**config.mk**
```make
export PLATFORM = sky130hd
export DESIGN_NAME = eit_section_parser_top
export DESIGN_NICKNAME = d
export VERILOG_FILES = /design/src/design/eit_pkg.sv /design/src/design/eit_section_parser_top.sv
export SDC_FILE = /design/constraint.sdc
export NUM_CORES = 1
export LEC_CHECK = 0
export BUFFER_PORTS_ARGS = -buffer_cell sky130_fd_sc_hd__buf_2
export CAP_MARGIN = 20
export CORE_MARGIN = 1.5
export CORE_UTILIZATION = 25
export CTS_BUF_LIST = sky130_fd_sc_hd__clkbuf_2
export DETAILED_ROUTE_END_ITERATION = 6
export SYNTH_ARGS = -nofsm -noshare
export SYNTH_HDL_FRONTEND = slang
export SYNTH_SLANG_ARGS = --single-unit
```
**constraint.sdc**
```tcl
create_clock -name clk -period 23 [get_ports clk]
set_input_delay 4.6 -clock clk [delete_from_list [all_inputs] [get_ports clk]]
set_output_delay 4.6 -clock clk [all_outputs]
set_load 0.01 [all_outputs]
```
**src/design/eit_pkg.sv**
```systemverilog
package eit_pkg;

  typedef enum logic [1:0] {
    KIND_HEADER = 2'd0,
    KIND_EVENT  = 2'd1,
    KIND_END    = 2'd2
  } kind_t;

  localparam int LengthPos   = 2;
  localparam int HeaderLast  = 13;
  localparam int LoopFirst   = 14;
  localparam int EventBytes  = 12;
  localparam int CrcBytes    = 4;
  localparam int MinTotal    = 15;
  localparam int TotalExtra  = 3;
  localparam int TotalW      = 13;
  localparam int EvIdxW      = 4;
  localparam int SkipW       = 12;
  localparam int EvCountW    = 9;

endpackage

```
**src/design/eit_section_parser_top.sv**
```systemverilog
// channel | handshake          | payload
// --------+--------------------+------------------------------------------------
// in      | in_valid/in_ready  | in_byte_value, in_section_start
// out     | out_valid/out_ready| out_record_kind and the eleven record fields
//
// One section byte is taken every cycle; its record, if any, shows in the next cycle.
// The rate is set by the single output register: a byte is refused only while a
// record sits in it and out_ready is low.
// rst_n is synchronous and active low; it idles the parser and empties the output.
// A stalled output holds its record unchanged until taken.
module eit_section_parser_top #(
  parameter int MAX_SECTION_BYTES = 4096
) (
  input  logic        clk,
  input  logic        rst_n,
  input  logic        in_valid,
  output logic        in_ready,
  input  logic [7:0]  in_byte_value,
  input  logic        in_section_start,
  output logic        out_valid,
  input  logic        out_ready,
  output logic [1:0]  out_record_kind,
  output logic [7:0]  out_table_ident,
  output logic [11:0] out_length_of_section,
  output logic [15:0] out_service_ident,
  output logic [4:0]  out_version_value,
  output logic [1:0]  out_indicator_flags,
  output logic [15:0] out_section_numbers,
  output logic [31:0] out_network_idents,
  output logic [15:0] out_segment_info,
  output logic [15:0] out_event_ident,
  output logic [39:0] out_time_or_check,
  output logic [39:0] out_event_info
);

  localparam int PosW = $clog2(MAX_SECTION_BYTES);
  localparam int TW   = eit_pkg::TotalW;
  localparam logic [TW-1:0] MaxTotal = TW'(MAX_SECTION_BYTES);

  logic                          active_r, active_nxt;
  logic [PosW-1:0]               pos_r, pos_nxt, pos_cur;
  logic [TW-1:0]                 total_r, total_nxt;
  logic [103:0]                  hdr_r, hdr_nxt;
  logic [87:0]                   ev_r, ev_nxt;
  logic [eit_pkg::EvIdxW-1:0]    idx_r, idx_nxt, idx_cur;
  logic [eit_pkg::SkipW-1:0]     skip_r, skip_nxt, skip_cur;
  logic [eit_pkg::EvCountW-1:0]  found_r, found_nxt, found_cur;
  logic [31:0]                   crc_r, crc_nxt;
  logic [TW-1:0]                 pos_ext;
  logic                          accept;
  logic                          emit;

  eit_pkg::kind_t kind_r, kind_nxt;
  logic        out_valid_r;
  logic [7:0]  table_r, table_nxt;
  logic [11:0] length_r, length_nxt;
  logic [15:0] service_r, service_nxt;
  logic [4:0]  version_r, version_nxt;
  logic [1:0]  flags_r, flags_nxt;
  logic [15:0] secnum_r, secnum_nxt;
  logic [31:0] network_r, network_nxt;
  logic [15:0] segment_r, segment_nxt;
  logic [15:0] event_r, event_nxt;
  logic [39:0] time_r, time_nxt;
  logic [39:0] info_r, info_nxt;

  assign in_ready = !out_valid_r || out_ready;
  assign accept   = in_valid && in_ready;

  assign pos_cur   = in_section_start ? '0 : pos_r;
  assign idx_cur   = in_section_start ? '0 : idx_r;
  assign skip_cur  = in_section_start ? '0 : skip_r;
  assign found_cur = in_section_start ? '0 : found_r;
  assign pos_ext   = TW'(pos_cur);

  always_comb begin
    active_nxt  = active_r || in_section_start;
    pos_nxt     = pos_cur;
    total_nxt   = total_r;
    hdr_nxt     = hdr_r;
    ev_nxt      = ev_r;
    idx_nxt     = idx_cur;
    skip_nxt    = skip_cur;
    found_nxt   = found_cur;
    crc_nxt     = (in_section_start ? 32'd0 : crc_r);
    emit        = 1'b0;
    kind_nxt    = eit_pkg::KIND_HEADER;
    table_nxt   = '0;
    length_nxt  = '0;
    service_nxt = '0;
    version_nxt = '0;
    flags_nxt   = '0;
    secnum_nxt  = '0;
    network_nxt = '0;
    segment_nxt = '0;
    event_nxt   = '0;
    time_nxt    = '0;
    info_nxt    = '0;
    if (active_nxt) begin
      crc_nxt = {crc_nxt[23:0], in_byte_value};
      pos_nxt = pos_cur + PosW'(1);
      if (pos_cur < PosW'(eit_pkg::HeaderLast)) begin
        hdr_nxt = {hdr_r[95:0], in_byte_value};
      end
      if (pos_cur == PosW'(eit_pkg::LengthPos)) begin
        total_nxt = TW'({hdr_r[3:0], in_byte_value}) + TW'(eit_pkg::TotalExtra);
        if (total_nxt < TW'(eit_pkg::MinTotal) || total_nxt > MaxTotal) begin
          active_nxt = 1'b0;
        end
      end
      if (pos_cur == PosW'(eit_pkg::HeaderLast)) begin
        emit        = 1'b1;
        kind_nxt    = eit_pkg::KIND_HEADER;
        table_nxt   = hdr_r[103:96];
        length_nxt  = {hdr_r[91:88], hdr_r[87:80]};
        service_nxt = hdr_r[79:64];
        version_nxt = hdr_r[61:57];
        flags_nxt   = {hdr_r[95], hdr_r[56]};
        secnum_nxt  = hdr_r[55:40];
        network_nxt = hdr_r[39:8];
        segment_nxt = {hdr_r[7:0], in_byte_value};
      end else if (pos_cur >= PosW'(eit_pkg::LoopFirst) &&
                   pos_ext + TW'(eit_pkg::CrcBytes) < total_r) begin
        if (skip_cur != '0) begin
          skip_nxt = skip_cur - eit_pkg::SkipW'(1);
        end else begin
          ev_nxt  = {ev_r[79:0], in_byte_value};
          idx_nxt = idx_cur + eit_pkg::EvIdxW'(1);
          if (idx_nxt >= eit_pkg::EvIdxW'(eit_pkg::EventBytes)) begin
            emit      = 1'b1;
            kind_nxt  = eit_pkg::KIND_EVENT;
            event_nxt = ev_r[87:72];
            time_nxt  = ev_r[71:32];
            info_nxt  = {ev_r[31:0], in_byte_value};
            idx_nxt   = '0;
            skip_nxt  = {ev_r[3:0], in_byte_value};
            found_nxt = found_cur + eit_pkg::EvCountW'(1);
          end
        end
      end else if (pos_cur > PosW'(eit_pkg::HeaderLast) &&
                   pos_ext + TW'(1) == total_r) begin
        emit       = 1'b1;
        kind_nxt   = eit_pkg::KIND_END;
        event_nxt  = 16'(found_cur);
        time_nxt   = {8'd0, crc_nxt};
        active_nxt = 1'b0;
      end
    end
  end

  always_ff @(posedge clk) begin
    if (!rst_n) begin
      active_r    <= 1'b0;
      pos_r       <= '0;
      idx_r       <= '0;
      skip_r      <= '0;
      found_r     <= '0;
      total_r     <= '0;
      out_valid_r <= 1'b0;
    end else begin
      if (accept) begin
        active_r    <= active_nxt;
        pos_r       <= pos_nxt;
        idx_r       <= idx_nxt;
        skip_r      <= skip_nxt;
        found_r     <= found_nxt;
        total_r     <= total_nxt;
        out_valid_r <= emit;
      end else if (out_ready) begin
        out_valid_r <= 1'b0;
      end
    end
  end

  always_ff @(posedge clk) begin
    if (accept) begin
      hdr_r <= hdr_nxt;
      ev_r  <= ev_nxt;
      crc_r <= crc_nxt;
      if (emit) begin
        kind_r    <= kind_nxt;
        table_r   <= table_nxt;
        length_r  <= length_nxt;
        service_r <= service_nxt;
        version_r <= version_nxt;
        flags_r   <= flags_nxt;
        secnum_r  <= secnum_nxt;
        network_r <= network_nxt;
        segment_r <= segment_nxt;
        event_r   <= event_nxt;
        time_r    <= time_nxt;
        info_r    <= info_nxt;
      end
    end
  end

  assign out_valid             = out_valid_r;
  assign out_record_kind       = kind_r;
  assign out_table_ident       = table_r;
  assign out_length_of_section = length_r;
  assign out_service_ident     = service_r;
  assign out_version_value     = version_r;
  assign out_indicator_flags   = flags_r;
  assign out_section_numbers   = secnum_r;
  assign out_network_idents    = network_r;
  assign out_segment_info      = segment_r;
  assign out_event_ident       = event_r;
  assign out_time_or_check     = time_r;
  assign out_event_info        = info_r;

`ifndef ASSERT_OFF
  a_start_no_record: assert property (@(posedge clk) disable iff (!rst_n)
    accept && in_section_start |=> !out_valid_r)
    else $error("record emitted on a section start byte");

  a_header_clean: assert property (@(posedge clk) disable iff (!rst_n)
    out_valid_r && kind_r == eit_pkg::KIND_HEADER |->
      event_r == '0 && time_r == '0 && info_r == '0)
    else $error("header record carries event fields");

  a_idx_bound: assert property (@(posedge clk) disable iff (!rst_n)
    idx_r < eit_pkg::EvIdxW'(eit_pkg::EventBytes))
    else $error("event byte index out of range");

  a_end_idle: assert property (@(posedge clk) disable iff (!rst_n)
    out_valid_r && kind_r == eit_pkg::KIND_END |-> !active_r)
    else $error("parser still active behind an end record");
`endif

endmodule

```
==> run metrics <==
run status=complete, no violations; Final setup violation count=0; DPL Wire Length=31640 microns; Yosys cell types=80; register area share after synthesis=72.38%; vias in the first global route=11.92k; main combinational cell family by area after synthesis=simple AND/OR/NAND/NOR gates; synthesized instance count=1301; Via Count=11.89k; Ports=220; htree depth=3; worst reg-to-reg path cell count=12; filler instances=7538; worst-margin pin slew=1326 ps; Worst EP required=18400 ps; initial antenna violation count=4; post-synthesis mux area share=1.423%; PortBufs=219; WS Path Type=in2out; Inst Count DP=2420; Synth Area in Simple Gates=12.51%; largest net degree at the start of global routing=190; Power Density=71.26 nW/um^2; VDD IR max=0.00003153 V; crit end category=output pin; Initial Util=25.31%; Worst-Skew Late Latency=1220 ps; crit path launch=out_ready; post-DR vias/cell=4.503; Num CTS Buffers=121; post-route ant nets=0; Die X=278.0 microns; CTS tree=built; most crowded layer after global routing=met2; Max Freq=102.1 MHz; number of synthesized flops with an enable pin=421; CTS clk-pin slew, worst paths=110 ps; WHS=395.6 ps; Crit Reg-Reg Endpoint=out_event_info[0]; Total GRT Usage=12.58%; syn nets=1336; GPL Wtd Cong=0.8734; class of the worst hold path=reg2reg; total gr overflow=0; Clock power frac=36.2%; final cell count without fillers=2640; Setup crit start kind=primary input; fin crit share=42.57%; met1 track demand over resource=16.43%; Seq pwr share=60.4%; adder-cell area share of the yosys netlist=1.456%; number of core rows=100; total negative setup slack=0 ps; first-pass GRT wire length=74240 microns; postcts setup bufs=0; post-synthesis xor/xnor area fraction=1.714%; NumNets Final=1609; WL/cell=18.78 microns; top cell type's share of synthesized area=66.87%; Seq cells post-synth=473; Yosys top cell by area=edfxtp_1; sw frac=26.00%; Global Route met3 Usage=3.358%; Die H=278.0 microns; net switching power=409.3 uW; clock root cell=clkbuf_2; Num Clock Sinks=473; Util after Layout=29.58%; area delta synth->final=16.89%; multi-input gate area in the final layout=4763 sq um; final wirelength=49570 microns; Compound-Gate Fraction of Synth Area=7.942%; final hold vios=0; synthesized cell area=18900 sq um; maxcap violations=0; crit path time final=9790 ps; PnR Total Power=1.575 mW; CP endpoint=in_ready; fraction of layout cells with a size suffix above 1=27.32%; DRC=0; count of hold buffers inserted by post-cts repair=0; register area=13680 sq um; ys async rst share=0%; yosys warns=0; die area=77280 sq um; ys flop type=edfxtp_1; Core Footprint=74700 sq um; Pint=1.165 mW; routing usage on met2=19.96%; Crit Path Max Fanout=4; worst r2r src=pos_r[5]; Arr. time, crit path=5190 ps; combinational power share=3.5%; drt pass-1 iters=5; clock buffer depth=3; top post-synthesis cells by area=edfxtp_1 (67%), dfxtp_1 (5.5%), and3_1 (3.6%); unrepaired setup endpoints after global routing=false; Syn Area/Cell=14.53 sq um; relative slew slack=11.62%; CTS resizes=0; skew final=139.5 ps; initial drt markers=891; LEAKAGE=7.316 nW; reg2reg setup slack=17340 ps; Pins Over Slew Limit=0
layer usage:
metal / vias up / routed length, microns / part of all wire [%]
li1: 5557 / - / -
met1: 5814 / 21790 / 44
met2: 435 / 23510 / 47
met3: 83 / 3089 / 6.2
met4: 0 / 1183 / 2.4
met5: - / 0 / 0
how the worst min path moves through the flow:
| stage | from | endpoint | slack, ps | cells past startpoint |
|---|---|---|---|---|
| floorplan | hdr_r[92] | hdr_r[100] | 400 | 0 |
| global placement | hdr_r[94] | hdr_r[102] | 400 | 0 |
| detailed placement | hdr_r[94] | hdr_r[102] | 410 | 0 |
| CTS | ev_r[49] | ev_r[57] | 380 | 0 |
| global route | ev_r[49] | ev_r[57] | 400 | 0 |
| finish | ev_r[49] | ev_r[57] | 400 | 0 |
registers in the layout, indices dropped and copies added, names as in the netlist:
| register | flops |
|---|---|
| out_version_value | 5 |
| out_valid | 1 |
| out_network_idents | 32 |
| idx_r | 4 |
| total_r | 13 |
| out_segment_info | 16 |
| out_event_info | 40 |
| out_event_ident | 16 |
| pos_r | 12 |
| crc_r | 24 |
| skip_r | 12 |
| out_indicator_flags | 2 |
| ev_r | 88 |
| out_section_numbers | 16 |
| out_length_of_section | 12 |
| out_table_ident | 8 |
| out_record_kind | 2 |
| hdr_r | 104 |
| active_r | 1 |
| found_r | 9 |
| out_service_ident | 16 |
| out_time_or_check | 40 |
cell families after synthesis:
| family | count (synthesis) |
|---|---|
| buffers and inverters | 111 |
| XOR/XNOR | 37 |
| adder cells (fa/ha/maj) | 22 |
| AND/OR/NAND/NOR | 419 |
| flip-flops | 473 |
| multiplexers | 26 |
| AO/OA/AOI/OAI | 213 |
power groups by stage:
stage / Combinational (mW) / Sequential (mW) / Clock [mW]
final: 0.0544 / 0.951 / 0.569
after detailed placement: 0.0551 / 0.971 / 0
after floorplan: 0.0370 / 0.968 / 0
after global routing: 0.0601 / 0.953 / 0.640
after CTS: 0.0552 / 0.951 / 0.600
after global placement: 0.0542 / 0.970 / 0
layout by cell type (no fill, tap or decap), types with 4 or more instances in the layout:
cell type,instances
nand3_1,22
dfxtp_1,52
a21o_1,4
o21ai_0,39
clkbuf_2,165
edfxtp_1,421
a22o_1,41
nor2b_1,13
xor2_1,12
a31oi_1,11
buf_4,17
nand4_1,8
nand2b_1,5
nand3b_1,5
nor3_1,24
and3_1,109
mux2_2,7
nor2_1,75
clkinv_1,35
or4_1,4
nor4_1,9
a22oi_1,7
a21oi_1,40
o211ai_1,4
inv_1,22
or3_1,8
xnor2_1,25
nand2_1,50
nor3_2,4
buf_2,219
a211oi_1,15
o21a_1,11
mux2i_1,19
ha_1,22
clkinv_2,11
and2_1,57
per-stage QoR:
stage                     instance area (sq um)  setup WS (ps)
final                                     22100          13210
after CTS                                 22090          13210
after detailed placement                  20990          12420
after global placement                    20990          12510
after floorplan                           18900           4169
after global routing                      22100          13170
area by class of cell:
cell class / instances / area share [%]
inverters: 24 / 0.4077
diodes: 2 / 0.02265
repair buffers: 237 / 5.628
clock buffers: 165 / 3.737
multi-input cells: 717 / 21.56
flip-flops and latches: 473 / 61.92
well taps: 969 / 5.487
clock inverters: 53 / 1.240
Yosys cell counts (5+ instances only):
| cell | count |
|---|---|
| a211oi_1 | 15 |
| a21oi_1 | 42 |
| a22o_1 | 41 |
| a22oi_1 | 7 |
| a31oi_1 | 11 |
| and2_1 | 57 |
| and3_1 | 110 |
| buf_2 | 20 |
| buf_6 | 5 |
| clkbuf_1 | 57 |
| dfxtp_1 | 52 |
| edfxtp_1 | 421 |
| ha_1 | 22 |
| inv_1 | 22 |
| mux2_2 | 7 |
| mux2i_1 | 19 |
| nand2_1 | 50 |
| nand2b_1 | 5 |
| nand3_1 | 22 |
| nand3b_1 | 5 |
| nand4_1 | 8 |
| nor2_1 | 75 |
| nor2b_1 | 13 |
| nor3_1 | 25 |
| nor4_1 | 9 |
| o21a_1 | 11 |
| o21ai_0 | 39 |
| or3_1 | 8 |
| xnor2_1 | 25 |
| xor2_1 | 12 |
worst max-delay path, stage by stage:
cell	delay [ps]
buf_2	90
nand2b_1	280
buf_2	220
No activity file was read; power rests on OpenSTA's default activity.
